### src/hdl/hav_pkg.sv
// ----------------------------------------------------------------------------
// hav_pkg: shared constants and helpers for the haversine distance core
// Binary-angle format, CORDIC arctangent table and fixed scale factors.
// ----------------------------------------------------------------------------
package hav_pkg;

  // Binary angle, 2^-32 turn per LSB, wraps modulo one turn
  typedef logic [31:0] bam_t;

  // Quadrant code taken from the top two angle bits
  typedef enum logic [1:0] {
    QUAD_I,
    QUAD_II,
    QUAD_III,
    QUAD_IV
  } quad_e;

  // Configuration register indexes
  localparam logic REG_REF_LAT = 1'b0;
  localparam logic REG_REF_LON = 1'b1;

  localparam int unsigned ATAN_LEN    = 40;
  localparam logic [31:0] Q30_ONE     = 32'h4000_0000;
  localparam logic [31:0] CORDIC_GAIN = 32'd652032874;

  // Microdegrees per turn and half of it (rounding offset)
  localparam logic [63:0] UDEG_TURN = 64'd360000000;
  localparam logic [63:0] UDEG_HALF = 64'd180000000;

  // Pipeline depth of the degree-to-angle converter
  localparam int unsigned BAM_LAT = 5;

  // Root width of the integer square root (value up to 2^60)
  localparam int unsigned SQ_W = 31;

  // round(4 * pi * 6371000 * 128), split for two narrow products
  localparam logic [33:0] DIST_SCALE = 34'd10247724440;
  localparam logic [17:0] DIST_LO    = DIST_SCALE[17:0];
  localparam logic [15:0] DIST_HI    = DIST_SCALE[33:18];

  localparam logic [24:0] DIST_MAX = 25'd20015087;

  // Arctangent of 2^-i in 2^-32 turn units
  function automatic logic [31:0] atan_tab(int unsigned i);
    logic [31:0] v;
    v = '0;
    unique case (i)
      0:  v = 32'h20000000;
      1:  v = 32'h12E4051E;
      2:  v = 32'h09FB385B;
      3:  v = 32'h051111D4;
      4:  v = 32'h028B0D43;
      5:  v = 32'h0145D7E1;
      6:  v = 32'h00A2F61E;
      7:  v = 32'h00517C55;
      8:  v = 32'h0028BE53;
      9:  v = 32'h00145F2F;
      10: v = 32'h000A2F98;
      11: v = 32'h000517CC;
      12: v = 32'h00028BE6;
      13: v = 32'h000145F3;
      14: v = 32'h0000A2FA;
      15: v = 32'h0000517D;
      16: v = 32'h000028BE;
      17: v = 32'h0000145F;
      18: v = 32'h00000A30;
      19: v = 32'h00000518;
      20: v = 32'h0000028C;
      21: v = 32'h00000146;
      22: v = 32'h000000A3;
      23: v = 32'h00000051;
      24: v = 32'h00000029;
      25: v = 32'h00000014;
      26: v = 32'h0000000A;
      27: v = 32'h00000005;
      28: v = 32'h00000003;
      29: v = 32'h00000001;
      30: v = 32'h00000001;
      default: v = '0;
    endcase
    return v;
  endfunction

endpackage

### src/hdl/hav_isqrt.sv
// ----------------------------------------------------------------------------
// hav_isqrt: pipelined integer square root
// Floor root of val * 2^30, one result bit per register stage.
// ----------------------------------------------------------------------------
module hav_isqrt (
  input  logic                     clk_i,
  input  logic                     en_i,
  input  logic [hav_pkg::SQ_W-1:0] val_i,
  output logic [hav_pkg::SQ_W-1:0] root_o
);

  localparam int unsigned SW = hav_pkg::SQ_W;
  localparam int unsigned RW = 2 * SW - 1;
  localparam int unsigned TW = RW + 2;

  logic [RW-1:0] rem_q  [SW];
  logic [SW-1:0] root_q [SW];

  for (genvar j = 0; j < SW; j++) begin : g_bit
    localparam int unsigned K = SW - 1 - j;
    logic [RW-1:0] rem_in;
    logic [SW-1:0] root_in;
    logic [TW-1:0] trial;
    logic          take;

    if (j == 0) begin : g_first
      assign rem_in  = {val_i, (SW - 1)'(0)};
      assign root_in = '0;
    end else begin : g_next
      assign rem_in  = rem_q[j-1];
      assign root_in = root_q[j-1];
    end

    // (r + 2^k)^2 - r^2 = r * 2^(k+1) + 2^(2k)
    always_comb begin
      trial = (TW'(root_in) << (K + 1)) | (TW'(1) << (2 * K));
      take  = TW'(rem_in) >= trial;
    end

    always_ff @(posedge clk_i) begin
      if (en_i) begin
        if (take) begin
          rem_q[j]  <= rem_in - RW'(trial);
          root_q[j] <= root_in | (SW'(1) << K);
        end else begin
          rem_q[j]  <= rem_in;
          root_q[j] <= root_in;
        end
      end
    end
  end

  assign root_o = root_q[SW-1];

endmodule

### config.mk
export PLATFORM = sky130hd
export DESIGN_NAME = hav_isqrt
export DESIGN_NICKNAME = d
export VERILOG_FILES = /design/src/hdl/hav_pkg.sv /design/src/hdl/hav_isqrt.sv
export SDC_FILE = /design/constraint.sdc
export NUM_CORES = 2
export LEC_CHECK = 0
export BUFFER_PORTS_ARGS = -buffer_cell sky130_fd_sc_hd__buf_2
export CAP_MARGIN = 20
export CORE_MARGIN = 5
export CORE_UTILIZATION = 48
export CTS_CLUSTER_DIAMETER = 100
export CTS_CLUSTER_SIZE = 25
export DETAILED_ROUTE_END_ITERATION = 8
export GPL_TIMING_DRIVEN = 0
export PLACE_DENSITY = 0.63
export SLEW_MARGIN = 20
export SYNTH_ARGS = -nofsm -noshare
export SYNTH_HDL_FRONTEND = slang
export SYNTH_SLANG_ARGS = --single-unit
### constraint.sdc
create_clock -name clk_i -period 6.4 [get_ports clk_i]
set_clock_uncertainty 0.1 [all_clocks]
set_input_delay 0.32 -clock clk_i [delete_from_list [all_inputs] [get_ports clk_i]]
set_output_delay 0.32 -clock clk_i [all_outputs]
set_load 0.01 [all_outputs]
Word level (Yosys, flattened, before mapping)
Memories as Yosys holds them, arrays and structs flattened.
Cells that the tools add are included.
{"block": "totals", "regBits": 0, "latchBits": 0, "ramBits": 2852, "rom_bits": 0, "in_bits": 33, "out_inout_bits": 31, "elab_cells": 374, "n_memories": 2}
{"block": "op_classes", "addsub": 31, "mul": 0, "div": 0, "n_lt_le_gt_ge": 31, "n_eq_ne": 0, "shifts": 0, "n_mux": 248, "bitwise": 62, "n_reduce_logical": 0}
{"name": "rem_q", "depth": 31, "word_bits": 61, "rd": 30, "rd_clocked_by_memory_dff": 0, "wr": 31, "line_no": "hav_isqrt.sv:16", "source": "logic [RW-1:0] rem_q [SW];"}
{"name": "root_q", "depth": 31, "word_bits": 31, "rd": 31, "rd_clocked_by_memory_dff": 0, "wr": 31, "line_no": "hav_isqrt.sv:17", "source": "logic [SW-1:0] root_q [SW];"}
{"operator": "two-way mux 61 bit", "n": 31}
{"operator": "two-way mux 31 bit", "n": 31}
{"operator": "two-way mux 1 bit", "n": 186}
{"operator": "bitwise OR 1 bit", "n": 62}
{"operator": ">= comparator 61 x 32 -> 1 bit", "n": 1}
{"operator": ">= comparator 61 x 33 -> 1 bit", "n": 1}
{"operator": ">= comparator 61 x 34 -> 1 bit", "n": 1}
{"operator": ">= comparator 61 x 35 -> 1 bit", "n": 1}
{"operator": ">= comparator 61 x 36 -> 1 bit", "n": 1}
{"operator": ">= comparator 61 x 37 -> 1 bit", "n": 1}
{"operator": ">= comparator 61 x 38 -> 1 bit", "n": 1}
{"operator": ">= comparator 61 x 39 -> 1 bit", "n": 1}
{"operator": ">= comparator 61 x 40 -> 1 bit", "n": 1}
{"operator": ">= comparator 61 x 41 -> 1 bit", "n": 1}
{"operator": ">= comparator 61 x 42 -> 1 bit", "n": 1}
{"operator": ">= comparator 61 x 43 -> 1 bit", "n": 1}
{"operator": ">= comparator 61 x 44 -> 1 bit", "n": 1}
{"operator": ">= comparator 61 x 45 -> 1 bit", "n": 1}
{"operator": ">= comparator 61 x 46 -> 1 bit", "n": 1}
{"operator": ">= comparator 61 x 47 -> 1 bit", "n": 1}
{"operator": ">= comparator 61 x 48 -> 1 bit", "n": 1}
{"operator": ">= comparator 61 x 49 -> 1 bit", "n": 1}
{"operator": ">= comparator 61 x 50 -> 1 bit", "n": 1}
{"operator": ">= comparator 61 x 51 -> 1 bit", "n": 1}
{"operator": "other kinds (42)", "n": 42}

Depth between registers and ports, before layout
An unclocked memory read counts as a cell.
{"block": "logic_depth", "depth_word": 6, "ltp_mapped": 15, "depth_no_buf": 14}

Worst setup path before layout
No wires, ideal clock.
{"block": "synth_timing", "path_type": "register to register", "from": "memory rem_q[1][677] (netlist name)", "to": "memory rem_q[1][772] (netlist name) (data pin)", "setup_time_ps": 258, "t_arrival_ps": 3646, "t_required_ps": 6042, "path_slack_ps": 2397, "path_stages_with_launch": 13, "n_path_buf": 0, "synth_period_minus_slack_ps": 4003, "cell_sequence": "edfxtp_1 -> ha_1 -> fa_1 -> a21o_1 -> a31o_2 -> a31o_2 -> a211o_1 -> a311oi_1 -> nor4_1 -> nor4_2 -> nand2b_1 -> or4_1 -> xnor2_1"}
{"item": "start: declaration", "line_no": "hav_isqrt.sv:16"}

==> out/qor.txt <==
GRT overflow: 0
Compound-Gate Fraction of Synth Area: 0.1169
Synth top area cells: edfxtp_1 (56%), ha_1 (7.1%), xor2_1 (3.9%)
Die ar.: 189,700 µm²
Worst-skew pair later-pin latency: 0.74 ns
WL/cell: 18.66 µm
Final min period: 4.933 ns
Fmax: 202.7 MHz
CORE AREA: 180,500 µm²
Synth warnings: 0
Die height: 435.6 µm
Area leader, netlist: edfxtp_1
Ys flop type: edfxtp_1
FF-to-FF Start: root_q[1][45]
Via count: 57.15k
Initial core utilization: 0.4815
Maximum fanout along the worst path: 11
CTS tree: yes
CP arrival: 5.35 ns
Share of layout cells above drive strength 1: 0.04583
Slew headroom: 0.2129
Min-delay src: val_i[3]
Hpwl dp: 147,000 µm
Hold Path Class: input port to flop
Vias per Instance: 5.589
All-Layer GR Usage: 0.1968
Adder-Cell Fraction of Synth Area: 0.07432
DRT Pass-1 Iters: 5
Placed Cells: 10.09k
Most frequent cells in the layout: edfxtp_1 (1,622), nand2_1 (660), inv_1 (624)
Gate Count Post-Synth: 7,635
Kind of critical path: flop to flop
Post-route DRC: 0
Antenna violations before repair: 0
H-tree depth: 3
Leakage power: 35.73 nW
Total Wirelength: 190,800 µm
Clock Tree Buf Depth: 3
Final GP Congestion: 0.9103
Worst setup margin: 1.467 ns
Pwr Total: 28.84 mW
Reg clk slew, reported paths: 0.10 ns
Max cap viols: 0
First DRT Iteration DRCs: 4,436
Final Hold Violating Endpoints: 0
Maximum vdd drop: 0.0001838 V
Largest family of logic cells by synthesized area: simple AND/OR/NAND/NOR gates
Port bufs: 63
Crit path launch type: flop
Post-Synth Simple-Gate Area: 0.1280
Hold Crit Depth: 2
Post-synthesis mux area share: 0.007671
Post-route ant nets: 0
RSZ-0062 raised after global routing: false
Post-synth EDFFs: 1,622
Diode count: 0
Final cell count without fillers: 10.23k
Count of different cell masters after synthesis: 93
First-pass GRT wire length: 301,700 µm
Yosys reg bits: 1,622
XOR/XNOR share of the synthesized area: 0.07727
Commonest non-fill, non-tap cell in the layout: edfxtp_1
Pin count of the biggest net entering global routing: 61
Num rows: 156
Mapped Area: 86,940 µm²
Die width: 435.6 µm
CP Data Required Time: 6.82 ns
Ports: 64
Setup WS pre-CTS: 1.111 ns
Actual slew at the worst max-slew pin: 1.175 ns
Pins Over Slew Limit: 0
Ys async rst share: 0
Area grow syn2layout: 7.582%
CTS Buf Count: 78
CP Capture Type: flop
Mapped Nets: 8,176
Worst setup startpoint: root_q[1][45]
Status: completed
Reg2Reg Depth: 13
Clock Sink Count: 1,622
Post-Syn Area per Cell: 11.39 µm²
Count of final setup violators: 0
Nets@finish: 8,376
Number of fill cells: 15.60k
Vias in the first global route: 54.71k
Final period util: 0.7708
PD cells: 308.4 nW/µm²
Clock root buffer: clkbuf_16
Post-synth top area share: 0.5602
Seq/Total Area, Yosys: 0.5602
[state kept, by name (all words and copies together), names as in the netlist]
name    flops
rem_q    1126
root_q    496
[kinds of logic (layout without fill, tap and decap cells)]
kind of cell / count (synthesis) / count (layout)
compound gates: 1626 / 1626
flops: 1622 / 1622
buf+inv: 817 / 1037
fa+ha+maj: 508 / 508
xor+xnor: 767 / 767
simple gates: 2235 / 2235
mux: 60 / 60
[synth_stat cells (all sizes together) (9+ instances only)]
library cell / number
o311ai: 9
a21o: 243
a211oi: 55
o221ai: 10
o2111ai: 9
inv: 624
ha: 494
nor4: 146
edfxtp: 1622
and3: 44
buf: 20
nand3: 119
a21oi: 423
xor2: 392
nand2b: 97
a211o: 21
nand2: 660
a31oi: 42
a2111oi: 20
nand4: 91
nand4b: 24
nor3: 209
o21ai: 490
fa: 14
mux2: 53
o41ai: 13
and2: 36
nor3b: 17
o21a: 74
xnor2: 375
nor4b: 37
o211ai: 30
o31ai: 34
clkbuf: 171
or3: 63
or2: 36
nor2b: 78
a21boi: 10
nand3b: 23
nor2: 476
or4: 51
o21bai: 52
and4: 11
[metrics by stage]
stage	area, µm²	util	setup TNS [ns]	hold WS (ns)
2_1_floorplan	86940	-	0	0.3166
3_3_place_gp	90220	0.4997	-468.95	0.3359
6_report	93530	0.5180	0	0.2056
5_1_grt	93530	0.5180	0	0.1478
3_5_place_dp	90950	0.5037	0	0.3329
4_1_cts	93520	0.5180	0	0.1056
[routing by layer]
metal / routed length, µm / global-route usage
met5: 0 / 0
met4: 4785 / 0.05413
met3: 9671 / 0.02279
met2: 83720 / 0.3039
met1: 92580 / 0.2955
[power by group]
part	leakage, nW	internal [mW]	switching [mW]
logic	19.3	3.40	4.71
clock network	1.09	2.33	3.31
registers	15.3	13.8	1.29
[final timing paths]
check | to | slack [ns]
setup / recovery | rem_q[1][160] | 1.47
hold / removal | rem_q[0][33] | 0.21
setup reg to reg | rem_q[1][160] | 1.47
hold reg to reg | rem_q[0][108] | 0.35
[cell type report]
| cell class | count | area, µm² | share of cell area |
|---|---|---|---|
| clock buffer | 81 | 1963 | 0.02099 |
| sequential | 1622 | 48710 | 0.5208 |
| timing repair buffer | 120 | 1229 | 0.01314 |
| multi-input combinational | 5196 | 35200 | 0.3763 |
| tap | 2370 | 2965 | 0.03170 |
| clock inverter | 19 | 294.0 | 0.003144 |
| inverter | 626 | 2350 | 0.02512 |
| buffer | 191 | 825.8 | 0.008829 |
[worst max-delay path, stage by stage, from the launching register on]
cell	delay (ns)
edfxtp_1	0.59
inv_1	0.14
ha_1	0.29
a21oi_1	0.20
o22ai_1	0.16
o41ai_1	0.69
a21oi_1	0.16
nor4_1	0.45
o21ai_0	0.21
or2_2	0.30
clkbuf_1	0.17
buf_1	0.30
clkbuf_1	0.46
a21oi_1	0.47
[what timing repair did]
| action | in CTS | in global routing |
|---|---|---|
| gates resized for setup | 0 | 0 |
| buffers inserted | 0 | 0 |
| hold endpoints to repair | 32 | 0 |
| hold buffers | 31 | 0 |
| setup endpoints to repair | 0 | 0 |
(Power assumes the default switching activity.)
